<file path="config.mk">
export PLATFORM = sky130hd
export DESIGN_NAME = redness_centroid_steering_top
export DESIGN_NICKNAME = d
export VERILOG_FILES = /design/src/hw/rtl/rcs_pkg.sv /design/src/hw/rtl/rcs_datapath.sv /design/src/hw/rtl/rcs_ctrl.sv /design/src/hw/rtl/redness_centroid_steering_top.sv
export SDC_FILE = /design/constraint.sdc
export NUM_CORES = 2
export LEC_CHECK = 0
export ABC_AREA = 1
export BUFFER_PORTS_ARGS = -buffer_cell sky130_fd_sc_hd__buf_4
export CORE_MARGIN = 4
export CORE_UTILIZATION = 55
export CTS_CLUSTER_DIAMETER = 200
export DETAILED_ROUTE_END_ITERATION = 10
export HOLD_SLACK_MARGIN = 0.15
export PLACE_DENSITY = 0.7
export SLEW_MARGIN = 30
export SYNTH_ARGS = -nofsm -noshare
export SYNTH_HDL_FRONTEND = slang
export SYNTH_HIERARCHICAL = 1
export SYNTH_SLANG_ARGS = --single-unit
</file>
<file path="constraint.sdc">
create_clock -name clk -period 18 [get_ports clk]
set_input_delay 2.7 -clock clk [delete_from_list [all_inputs] [get_ports clk]]
set_output_delay 2.7 -clock clk [all_outputs]
set_load 0.01 [all_outputs]
</file>
<file path="src/hw/rtl/rcs_pkg.sv">
package rcs_pkg;

  localparam int MAX_WIDTH  = 1024;
  localparam int MAX_HEIGHT = 1024;
  localparam int CNT_W      = $clog2(MAX_WIDTH > MAX_HEIGHT ? MAX_WIDTH : MAX_HEIGHT);
  localparam int SIZE_W     = 11;
  localparam int PIX_W      = 8;
  localparam int SUM_W      = 32;
  localparam int ACC_W      = 40;
  localparam int HEAD_W     = 9;
  localparam int POW_W      = 7;
  localparam int VAL_W      = 10;
  localparam int CFG_IDX_W  = 2;
  localparam int CFG_DATA_W = 32;
  localparam int IN_DATA_W  = 40;
  localparam int OUT_DATA_W = 144;

  localparam int DIV_STEPS  = PIX_W;
  localparam int CMP_N      = 7;
  localparam int CMP_Y_FIRST = 4;
  localparam int STEP_W     = 3;

  localparam logic [CFG_IDX_W-1:0] CFG_MIN_PIX  = 2'd0;
  localparam logic [CFG_IDX_W-1:0] CFG_MIN_TOT  = 2'd1;
  localparam logic [CFG_IDX_W-1:0] CFG_WIDTH    = 2'd2;
  localparam logic [CFG_IDX_W-1:0] CFG_HEIGHT   = 2'd3;

  localparam logic [SIZE_W-1:0] WIDTH_RESET  = 11'd320;
  localparam logic [SIZE_W-1:0] HEIGHT_RESET = 11'd240;

  localparam logic [POW_W-1:0] POWER_MID  = 7'd100;
  localparam logic [POW_W-1:0] POWER_DOWN = 7'd90;
  localparam logic [POW_W-1:0] POWER_UP   = 7'd110;
  localparam int HEAD_STEP = 10;
  localparam int HEAD_FULL = 360;

  typedef enum logic [3:0] {
    ST_IDLE,
    ST_DEC,
    ST_DIV,
    ST_ACC,
    ST_MODE,
    ST_MUL,
    ST_CMP,
    ST_STEER,
    ST_FIN
  } state_t;

  typedef struct packed {
    logic              load;
    logic              div_step;
    logic              acc;
    logic              mode;
    logic              mul;
    logic              cmp;
    logic              steer;
    logic              emit;
    logic [STEP_W-1:0] idx;
  } cmd_t;

  typedef struct packed {
    logic act;
    logic flat;
    logic need_cmp;
    logic out_free;
  } sts_t;

  // centroid test offsets: x +20, x -20, x +50, x -50, y +30, y -30, y 0
  function automatic logic signed [6:0] cmp_offset(input logic [STEP_W-1:0] idx);
    logic signed [6:0] r;
    case (idx)
      3'd0: r = 7'sd20;
      3'd1: r = -7'sd20;
      3'd2: r = 7'sd50;
      3'd3: r = -7'sd50;
      3'd4: r = 7'sd30;
      3'd5: r = -7'sd30;
      default: r = 7'sd0;
    endcase
    return r;
  endfunction

endpackage

</file>
<file path="src/hw/rtl/rcs_datapath.sv">
module rcs_datapath (
  input  logic                             clk,
  input  logic                             rst,
  input  logic                             s_tuser,
  input  logic [rcs_pkg::IN_DATA_W-1:0]    s_tdata,
  input  logic                             cfg_we,
  input  logic [rcs_pkg::CFG_IDX_W-1:0]    cfg_index,
  input  logic [rcs_pkg::CFG_DATA_W-1:0]   cfg_data,
  input  rcs_pkg::cmd_t                    cmd,
  output rcs_pkg::sts_t                    sts,
  output logic                             m_tvalid,
  input  logic                             m_tready,
  output logic [rcs_pkg::OUT_DATA_W-1:0]   m_tdata,
  output logic                             m_tuser,
  output logic                             m_tlast
);
  import rcs_pkg::*;

  logic [PIX_W-1:0]  min_pix;
  logic [SUM_W-1:0]  min_tot;
  logic [SIZE_W-1:0] fw, fh;

  logic [SIZE_W-1:0] w, h;
  logic [CNT_W-1:0]  w_m1, h_m1, mx, my;

  logic [CNT_W-1:0]  col, row, x_r, y_r;
  logic              first_c, last_c, last_r, act_r;
  logic [HEAD_W-1:0] hd_r;

  logic [PIX_W-1:0]  ch_min [3];
  logic [PIX_W-1:0]  ch_max [3];
  logic [PIX_W-1:0]  ch     [3];
  logic [PIX_W-1:0]  rem    [3];
  logic [PIX_W-1:0]  qsh    [3];
  logic [PIX_W-1:0]  dv     [3];
  logic              flat_c;

  logic [SUM_W-1:0]  sum_value;
  logic [ACC_W-1:0]  sum_x, sum_y;
  logic              track, aligned;

  logic signed [10:0] vs;
  logic [PIX_W-1:0]   val_c, val_r;
  logic [PIX_W+CNT_W-1:0] px, py;

  logic               enter, trk_n, below;

  logic signed [11:0] op;
  logic signed [32:0] tot_s;
  logic signed [44:0] prod_c, prod;
  logic signed [45:0] cmpv;
  logic [CMP_N-1:0]   gt, lt;

  logic               nz;
  logic               xgt20, xlt20, xgtm20, xltm20, xgt50, xltm50;
  logic               ylt30, ygtm30, ypos, yneg, cx_ok, cy_ok;
  logic signed [10:0] hs, hw;

  logic               hv, pv, cen;
  logic [HEAD_W-1:0]  heading;
  logic [POW_W-1:0]   power;

  // configuration
  always_ff @(posedge clk) begin
    if (rst) begin
      min_pix <= '0;
      min_tot <= '0;
      fw      <= WIDTH_RESET;
      fh      <= HEIGHT_RESET;
    end else if (cfg_we) begin
      case (cfg_index)
        CFG_MIN_PIX: min_pix <= cfg_data[PIX_W-1:0];
        CFG_MIN_TOT: min_tot <= cfg_data[SUM_W-1:0];
        CFG_WIDTH:   fw      <= cfg_data[SIZE_W-1:0];
        CFG_HEIGHT:  fh      <= cfg_data[SIZE_W-1:0];
        default: ;
      endcase
    end
  end

  always_comb begin
    if (fw < SIZE_W'(2))              w = SIZE_W'(2);
    else if (fw > SIZE_W'(MAX_WIDTH)) w = SIZE_W'(MAX_WIDTH);
    else                              w = fw;
    if (fh < SIZE_W'(2))               h = SIZE_W'(2);
    else if (fh > SIZE_W'(MAX_HEIGHT)) h = SIZE_W'(MAX_HEIGHT);
    else                               h = fh;
  end

  assign w_m1 = CNT_W'(w - SIZE_W'(1));
  assign h_m1 = CNT_W'(h - SIZE_W'(1));
  assign mx   = CNT_W'(w >> 1);
  assign my   = CNT_W'(h >> 1);

  assign first_c = (col == '0) && (row == '0);
  assign last_c  = (col >= w_m1) && (row >= h_m1);

  always_comb begin
    for (int k = 0; k < 3; k++) ch[k] = s_tdata[k*PIX_W +: PIX_W];
  end

  // position counters, shared by both passes
  always_ff @(posedge clk) begin
    if (rst) begin
      col <= '0;
      row <= '0;
    end else if (cmd.load) begin
      if (col >= w_m1) begin
        col <= '0;
        row <= (row >= h_m1) ? '0 : row + CNT_W'(1);
      end else begin
        col <= col + CNT_W'(1);
      end
    end
  end

  // channel bounds
  always_ff @(posedge clk) begin
    if (rst) begin
      for (int k = 0; k < 3; k++) begin
        ch_min[k] <= '1;
        ch_max[k] <= '0;
      end
    end else if (cmd.load && !s_tuser) begin
      for (int k = 0; k < 3; k++) begin
        if (first_c) begin
          ch_min[k] <= ch[k];
          ch_max[k] <= ch[k];
        end else begin
          if (ch[k] < ch_min[k]) ch_min[k] <= ch[k];
          if (ch[k] > ch_max[k]) ch_max[k] <= ch[k];
        end
      end
    end
  end

  always_comb begin
    flat_c = 1'b0;
    for (int k = 0; k < 3; k++)
      if (ch_max[k] <= ch_min[k]) flat_c = 1'b1;
  end

  assign sts.flat = flat_c;

  // per-pixel registers and stretch dividers
  always_ff @(posedge clk) begin
    logic [PIX_W-1:0] cc, diff;
    logic [2*PIX_W-1:0] num;
    logic [PIX_W:0] trial;
    if (cmd.load) begin
      x_r    <= col;
      y_r    <= row;
      last_r <= last_c;
      act_r  <= s_tuser;
      hd_r   <= s_tdata[3*PIX_W +: HEAD_W];
      for (int k = 0; k < 3; k++) begin
        cc = ch[k];
        if (cc < ch_min[k]) cc = ch_min[k];
        if (cc > ch_max[k]) cc = ch_max[k];
        diff = cc - ch_min[k];
        num  = {diff, {PIX_W{1'b0}}} - {{PIX_W{1'b0}}, diff};
        rem[k] <= num[2*PIX_W-1:PIX_W];
        qsh[k] <= num[PIX_W-1:0];
        dv[k]  <= ch_max[k] - ch_min[k];
      end
    end else if (cmd.div_step) begin
      for (int k = 0; k < 3; k++) begin
        trial = {rem[k], qsh[k][PIX_W-1]};
        if (trial >= {1'b0, dv[k]}) begin
          rem[k] <= PIX_W'(trial - {1'b0, dv[k]});
          qsh[k] <= {qsh[k][PIX_W-2:0], 1'b1};
        end else begin
          rem[k] <= trial[PIX_W-1:0];
          qsh[k] <= {qsh[k][PIX_W-2:0], 1'b0};
        end
      end
    end
  end

  // redness: 2r - g - b, capped and thresholded
  always_comb begin
    vs = $signed({2'b00, qsh[0], 1'b0}) - $signed({3'b000, qsh[1]})
       - $signed({3'b000, qsh[2]});
    if (vs > 11'sd255) vs = 11'sd255;
    if (vs < $signed({3'b000, min_pix})) vs = 11'sd0;
    val_c = vs[PIX_W-1:0];
  end

  assign px = val_c * x_r;
  assign py = val_c * y_r;

  // mode decision at frame end
  assign below = sum_value < min_tot;
  assign enter = !track && (sum_value > min_tot);
  assign trk_n = track || enter;
  assign sts.need_cmp = last_r && trk_n && !below && !aligned;
  assign sts.act = act_r;

  // centroid compares, one offset per pass through mul and cmp
  always_comb begin
    if (cmd.idx >= STEP_W'(CMP_Y_FIRST)) begin
      op   = $signed({2'b00, my}) + 12'(cmp_offset(cmd.idx));
      cmpv = $signed({6'b0, sum_y});
    end else begin
      op   = $signed({2'b00, mx}) + 12'(cmp_offset(cmd.idx));
      cmpv = $signed({6'b0, sum_x});
    end
  end

  assign tot_s  = $signed({1'b0, sum_value});
  assign prod_c = op * tot_s;

  always_ff @(posedge clk) begin
    if (cmd.mul) prod <= prod_c;
    if (cmd.cmp) begin
      gt[cmd.idx] <= cmpv > prod;
      lt[cmd.idx] <= cmpv < prod;
    end
  end

  assign nz     = sum_value != '0;
  assign xgt20  = nz && gt[0];
  assign xlt20  = nz && lt[0];
  assign xgtm20 = nz && gt[1];
  assign xltm20 = nz && lt[1];
  assign xgt50  = nz && gt[2];
  assign xltm50 = nz && lt[3];
  assign ylt30  = nz && lt[4];
  assign ygtm30 = nz && gt[5];
  assign ypos   = nz && gt[6];
  assign yneg   = nz && lt[6];
  assign cx_ok  = xlt20 && xgtm20;
  assign cy_ok  = ylt30 && ygtm30;

  always_comb begin
    hs = $signed({2'b00, hd_r});
    if (xgt20)  hs = hs + 11'(HEAD_STEP);
    if (xltm20) hs = hs - 11'(HEAD_STEP);
    if (xgt50)  hs = hs + 11'(HEAD_STEP);
    if (xltm50) hs = hs - 11'(HEAD_STEP);
    hw = hs;
    if (hw > 11'(HEAD_FULL)) hw = hw - 11'(HEAD_FULL);
    if (hw < 11'sd0)         hw = hw + 11'(HEAD_FULL);
  end

  // accumulators, mode and commands
  always_ff @(posedge clk) begin
    if (rst) begin
      sum_value <= '0;
      sum_x     <= '0;
      sum_y     <= '0;
      track     <= 1'b0;
      aligned   <= 1'b0;
    end else if (cmd.load && s_tuser && first_c) begin
      sum_value <= '0;
      sum_x     <= '0;
      sum_y     <= '0;
    end else if (cmd.acc) begin
      sum_value <= sum_value + SUM_W'(val_c);
      sum_x     <= sum_x + ACC_W'(px);
      sum_y     <= sum_y + ACC_W'(py);
    end else if (cmd.mode && last_r) begin
      track <= trk_n && !below;
      if (trk_n && below) aligned <= 1'b0;
    end else if (cmd.steer && cx_ok && cy_ok) begin
      aligned <= 1'b1;
    end
  end

  always_ff @(posedge clk) begin
    if (cmd.load) begin
      val_r   <= '0;
      hv      <= 1'b0;
      pv      <= 1'b0;
      cen     <= 1'b0;
      heading <= '0;
      power   <= POWER_MID;
    end else if (cmd.acc) begin
      val_r <= val_c;
    end else if (cmd.mode) begin
      if (last_r && trk_n && !below && aligned) pv <= 1'b1;
    end else if (cmd.steer) begin
      hv      <= 1'b1;
      heading <= hw[HEAD_W-1:0];
      cen     <= cx_ok && cy_ok;
      if (!(cx_ok && cy_ok)) begin
        pv <= 1'b1;
        if (!cy_ok && ypos)      power <= POWER_DOWN;
        else if (!cy_ok && yneg) power <= POWER_UP;
        else                     power <= POWER_MID;
      end
    end
  end

  // output register
  assign sts.out_free = !m_tvalid || m_tready;

  always_ff @(posedge clk) begin
    if (rst) m_tvalid <= 1'b0;
    else if (cmd.emit) m_tvalid <= 1'b1;
    else if (m_tready) m_tvalid <= 1'b0;
  end

  always_ff @(posedge clk) begin
    if (cmd.emit) begin
      m_tdata <= {2'b00, cen, power, pv, heading, hv, track, sum_y, sum_x, sum_value,
                  {(VAL_W-PIX_W){1'b0}}, val_r};
      m_tuser <= flat_c;
      m_tlast <= last_r;
    end
  end

endmodule

</file>
<file path="src/hw/rtl/rcs_ctrl.sv">
module rcs_ctrl (
  input  logic          clk,
  input  logic          rst,
  input  logic          s_tvalid,
  output logic          s_tready,
  input  rcs_pkg::sts_t sts,
  output rcs_pkg::cmd_t cmd
);
  import rcs_pkg::*;

  state_t            state, state_next;
  logic [STEP_W-1:0] cnt, cnt_next;

  always_ff @(posedge clk) begin
    if (rst) begin
      state <= ST_IDLE;
      cnt   <= '0;
    end else begin
      state <= state_next;
      cnt   <= cnt_next;
    end
  end

  always_comb begin
    state_next = state;
    cnt_next   = cnt;
    case (state)
      ST_IDLE: if (s_tvalid) state_next = ST_DEC;
      ST_DEC: begin
        cnt_next   = '0;
        state_next = (sts.act && !sts.flat) ? ST_DIV : ST_FIN;
      end
      ST_DIV: begin
        if (cnt == STEP_W'(DIV_STEPS - 1)) begin
          cnt_next   = '0;
          state_next = ST_ACC;
        end else begin
          cnt_next = cnt + STEP_W'(1);
        end
      end
      ST_ACC: state_next = ST_MODE;
      ST_MODE: begin
        cnt_next   = '0;
        state_next = sts.need_cmp ? ST_MUL : ST_FIN;
      end
      ST_MUL: state_next = ST_CMP;
      ST_CMP: begin
        if (cnt == STEP_W'(CMP_N - 1)) begin
          state_next = ST_STEER;
        end else begin
          cnt_next   = cnt + STEP_W'(1);
          state_next = ST_MUL;
        end
      end
      ST_STEER: state_next = ST_FIN;
      ST_FIN: if (sts.out_free) state_next = ST_IDLE;
      default: state_next = ST_IDLE;
    endcase
  end

  always_comb begin
    cmd      = '0;
    cmd.idx  = cnt;
    s_tready = 1'b0;
    case (state)
      ST_IDLE: begin
        s_tready = 1'b1;
        cmd.load = s_tvalid;
      end
      ST_DIV:   cmd.div_step = 1'b1;
      ST_ACC:   cmd.acc = 1'b1;
      ST_MODE:  cmd.mode = 1'b1;
      ST_MUL:   cmd.mul = 1'b1;
      ST_CMP:   cmd.cmp = 1'b1;
      ST_STEER: cmd.steer = 1'b1;
      ST_FIN:   cmd.emit = sts.out_free;
      default: ;
    endcase
  end

  a_load_dec: assert property (@(posedge clk) disable iff (rst)
    cmd.load |=> state == ST_DEC) else $error("load not followed by decode");
  a_div_len: assert property (@(posedge clk) disable iff (rst)
    (state == ST_DIV && cnt == STEP_W'(DIV_STEPS - 1)) |=> state == ST_ACC)
    else $error("divider step count wrong");
  a_one_cmd: assert property (@(posedge clk) disable iff (rst)
    $onehot0({cmd.load, cmd.div_step, cmd.acc, cmd.mode, cmd.mul, cmd.cmp,
              cmd.steer, cmd.emit})) else $error("overlapping commands");
  a_emit_idle: assert property (@(posedge clk) disable iff (rst)
    cmd.emit |=> state == ST_IDLE) else $error("emit without return to idle");

endmodule

</file>
<file path="src/hw/rtl/redness_centroid_steering_top.sv">
// channel  dir  fields (tdata from bit 0 up)
// s_*      in   tdata: red[7:0] green[15:8] blue[23:16] heading_now[32:24]; tuser: action
// m_*      out  tdata: pixel_value total_intensity weighted_x weighted_y tracking
//               heading_valid desired_heading power_valid desired_power centered;
//               tuser: rejected; tlast: frame_end
// cfg_*    in   index 0 pixel floor, 1 total floor, 2 width, 3 height
//
// statistics pixels and rejected compute pixels skip the dividers; a compute pixel runs
// the 8 steps of the three shared-in-time restoring dividers
// steering at frame end passes 7 offsets through one 12x33 multiplier and compare
// rst is synchronous; no clearing pass
// one item at a time; a new beat is taken while the previous result waits in m_*
module redness_centroid_steering_top (
  input  logic                             clk,
  input  logic                             rst,
  input  logic                             s_tvalid,
  output logic                             s_tready,
  input  logic [rcs_pkg::IN_DATA_W-1:0]    s_tdata,   // red, green, blue, heading_now
  input  logic                             s_tuser,   // action
  output logic                             m_tvalid,
  input  logic                             m_tready,
  // pixel_value[9:0] total_intensity[41:10] weighted_x[81:42] weighted_y[121:82]
  // tracking[122] heading_valid[123] desired_heading[132:124] power_valid[133]
  // desired_power[140:134] centered[141]
  output logic [rcs_pkg::OUT_DATA_W-1:0]   m_tdata,
  output logic                             m_tuser,   // rejected
  output logic                             m_tlast,
  input  logic                             cfg_we,
  input  logic [rcs_pkg::CFG_IDX_W-1:0]    cfg_index,
  input  logic [rcs_pkg::CFG_DATA_W-1:0]   cfg_data
);
  import rcs_pkg::*;

  cmd_t cmd;
  sts_t sts;

  rcs_ctrl u_ctrl (
    .clk      (clk),
    .rst      (rst),
    .s_tvalid (s_tvalid),
    .s_tready (s_tready),
    .sts      (sts),
    .cmd      (cmd)
  );

  rcs_datapath u_dp (
    .clk       (clk),
    .rst       (rst),
    .s_tuser   (s_tuser),
    .s_tdata   (s_tdata),
    .cfg_we    (cfg_we),
    .cfg_index (cfg_index),
    .cfg_data  (cfg_data),
    .cmd       (cmd),
    .sts       (sts),
    .m_tvalid  (m_tvalid),
    .m_tready  (m_tready),
    .m_tdata   (m_tdata),
    .m_tuser   (m_tuser),
    .m_tlast   (m_tlast)
  );

endmodule

</file>
==> metrics.cfg <==
[status]
status=finished, final reports clean

[critical_path]
timing.rr.end=u_dp/sum_x[38]$_SDFFE_PP0P_
rr_worst_depth=52
crit_path_start=u_dp/qsh[1][0]$_DFFE_PP_
path_depth=52
worstReg2RegStart=u_dp/qsh[1][0]$_DFFE_PP_
startpoint_type=flop
worstSetupEndpoint=u_dp/sum_x[38]$_SDFFE_PP0P_
path_max_fanout=18
cpMostUsedCell=nand2_1
path_class=reg -> reg
endpoint_kind=flop
reg2reg_slack_ns=6.49
cp_data_arrival_time_ns=12.09
critical_path_required_ns=18.58
slowest_delay_ns=0.77
slowest_stage=nand2_1
path_buf_inv=9
critPathTopFamily=adder cells

[global_route]
grtUsageMet2_pct=44.5
met1_usage_pct=37.2
met3_usage_pct=5.19
grt_overflow=0
grt_max_degree=71
grt_pass1_vias=39400
gr-max-usage-layer=met2
grt_first_pass_wirelength_mm=207
antenna_found_initial=14
grt_use_total_pct=27.2

[clocking]
clk_path_buf_depth=3
cts.clk_slew.worst_paths_ns=0.06
cts_root_buf=clkbuf_16
cts_resized=0
post-cts-setup-buffer-count=0
cts_buffers=68
ctsHtreeMaxLevel=3
cts-hold-fix-buffers=0
clock_latency_ns=0.64
cts_tree=built
cts_num_sinks=571

[routing]
via_per_inst=5.42
drcViolationCount=0
first_pass_iters=6
post_drt_wl_per_cell_um=17.5
vias=40000
routed_wl_mm=129
drtIter0Drc=2923
postRouteAntennaNets=0

[hold_path]
min_path_type=reg -> reg

[sta]
slew_headroom_pct=33.1
setup_tns_ns=0
min_period_ns=11.51
setup_violations=0
fmax_mhz=86.9
fin_skew_ns=0.0170
tightest_slew_ns=1.00
hold_viol=0
finalCritPeriodShare_pct=63.9
rsz0062_at_grt=false
slew_violations=0

[cells_and_area]
area_delta_synth_final_pct=10.3
drive_gt1_share_pct=7.51
nFillCells=7813
final_common_cell=inv_1
nNetsFinal=7149
multi_input_area_um2=30000
seq_area_um2=14900
final_cell_mix=inv_1, nand2_1, nor2_1

[die]
rows=110
core_area_um2=90100
pin_count=228
dieArea_um2=95900
initial_core_util_pct=55.5
fp.dieH_um=310
fp.dieW_um=310

[place]
gp_congestion=0.907
numPortBuffers=214
dp_hpwl_mm=99.1

[logic_synthesis]
yosysWarnings=6
synth_edf_count=343
ys_seq_area_share_pct=29.7
netlist_instances=5977
ys_types=72
syn-cell-area_um2=50100
synthFlopType=edfxtp_1
synth-seq-cells=571
async_flop_share_pct=0
synth.avg_cell_area_um2=8.38

[power_and_ir_drop]
cellPowerDensity_nw_per_um2=156
p_total_mw=8.61
peakVddDrop_mv=0.198
leakagePower_nw=26.6

[run]
drv_cap=0

-- synth_stat cells, types with 21 or more instances --
cell	instances	share of area [%]
fa_1	442	18
dfxtp_1	228	9.1
o211ai_1	21	0.31
nand2_1	1035	7.8
nor4_1	22	0.27
nand4_1	61	0.76
a21oi_1	419	4.2
ha_1	490	12
clkbuf_1	136	1.0
nand2_2	28	0.35
xnor2_1	64	1.1
xor2_1	111	1.9
o21bai_1	22	0.33
nor3_1	69	0.69
edfxtp_1	343	21
o21ai_0	364	3.6
nor2_1	526	3.9
inv_1	1207	9.1
nand3_1	134	1.3
-- sequential cells by signal (all words and copies together) (netlist names), 24 cells and up --
register	count
u_dp/min_tot	32
u_dp/ch_min	24
u_dp/qsh	24
u_dp/dv	24
u_dp/m_tdata	136
u_dp/prod	45
u_dp/sum_x	40
u_dp/rem	24
u_dp/sum_y	40
u_dp/sum_value	32
u_dp/ch_max	24
-- layer usage --
layer | wire length (um) | vias to the layer above
met4 | 3350 | 4
li1 | - | 19400
met2 | 59500 | 1241
met1 | 56300 | 19100
met5 | 27 | -
met3 | 9700 | 213
-- stage by stage --
stage / instance area (um2) / worst slack (ns) / utilization [%] / std cells / hold WS (ns)
2_1_floorplan: 50100 / 1.24 / - / 5981 / 0.402
4_1_cts: 55200 / 6.64 / 61.2 / 7368 / 0.430
5_1_grt: 55200 / 5.53 / 61.2 / 7369 / 0.436
3_5_place_dp: 52800 / 6.65 / 58.5 / 7242 / 0.411
3_3_place_gp: 52800 / 6.78 / 58.5 / 7242 / 0.413
6_report: 55200 / 6.49 / 61.2 / 7379 / 0.429
-- kinds of logic after synthesis --
logic type | count (synthesis) | share of synthesized area, %
buffers and inverters | 1393 | 10.6
AOI/OAI and AO/OA | 961 | 10.6
muxes | 2 | 0.0400
adders and majority gates | 932 | 29.9
other | 2 | 0.0150
and+or+nand+nor | 1941 | 16.1
DFF | 571 | 29.7
xor gates and xnor gates | 175 | 3.06
-- cell type report --
type,instances,area share (%)
flip-flops and latches,571,26.9
diodes,10,0.0453
clock inverters,36,0.839
repair buffers,248,3.37
well taps,1176,2.67
clock buffers,90,3.48
inverters,1231,8.39
multi-input cells,4017,54.3
-- worst reg2reg max path: cells and delay by family (launching register included) --
| kind | cells | cell delay [ns] |
|---|---|---|
| adder cells (fa/ha/maj) | 8 | 3.71 |
| AND/OR/NAND/NOR | 21 | 3.34 |
| AO/OA/AOI/OAI | 14 | 2.77 |
| buffers and inverters | 9 | 1.26 |
| flip-flops | 1 | 0.35 |
-- power by group --
group          total (mW)  internal, mW  leakage, nW  switching [mW]
Clock                1.46         0.865         1.16           0.591
Combinational        5.62          2.10         20.5            3.52
Sequential           1.53          1.48         5.02          0.0417
Total                8.61          4.45         26.6            4.16
-- worst min path at each step --
stage,slack (ns),to,startpoint,depth (start not counted)
4_1_cts,0.43,u_dp/m_tdata[139]$_DFFE_PP_,u_dp/power[2]$_SDFFE_PP1P_,0
2_1_floorplan,0.40,u_dp/m_tdata[139]$_DFFE_PP_,u_dp/power[2]$_SDFFE_PP1P_,0
3_3_place_gp,0.41,u_dp/m_tdata[124]$_DFFE_PP_,u_dp/heading[0]$_SDFFE_PP0P_,0
5_1_grt,0.44,u_dp/m_tdata[139]$_DFFE_PP_,u_dp/power[2]$_SDFFE_PP1P_,0
6_report,0.43,u_dp/m_tdata[129]$_DFFE_PP_,u_dp/heading[5]$_SDFFE_PP0P_,0
3_5_place_dp,0.41,u_dp/m_tdata[0]$_DFFE_PP_,u_dp/val_r[0]$_SDFFE_PP0P_,0
Power figures use the tool's default switching activity.
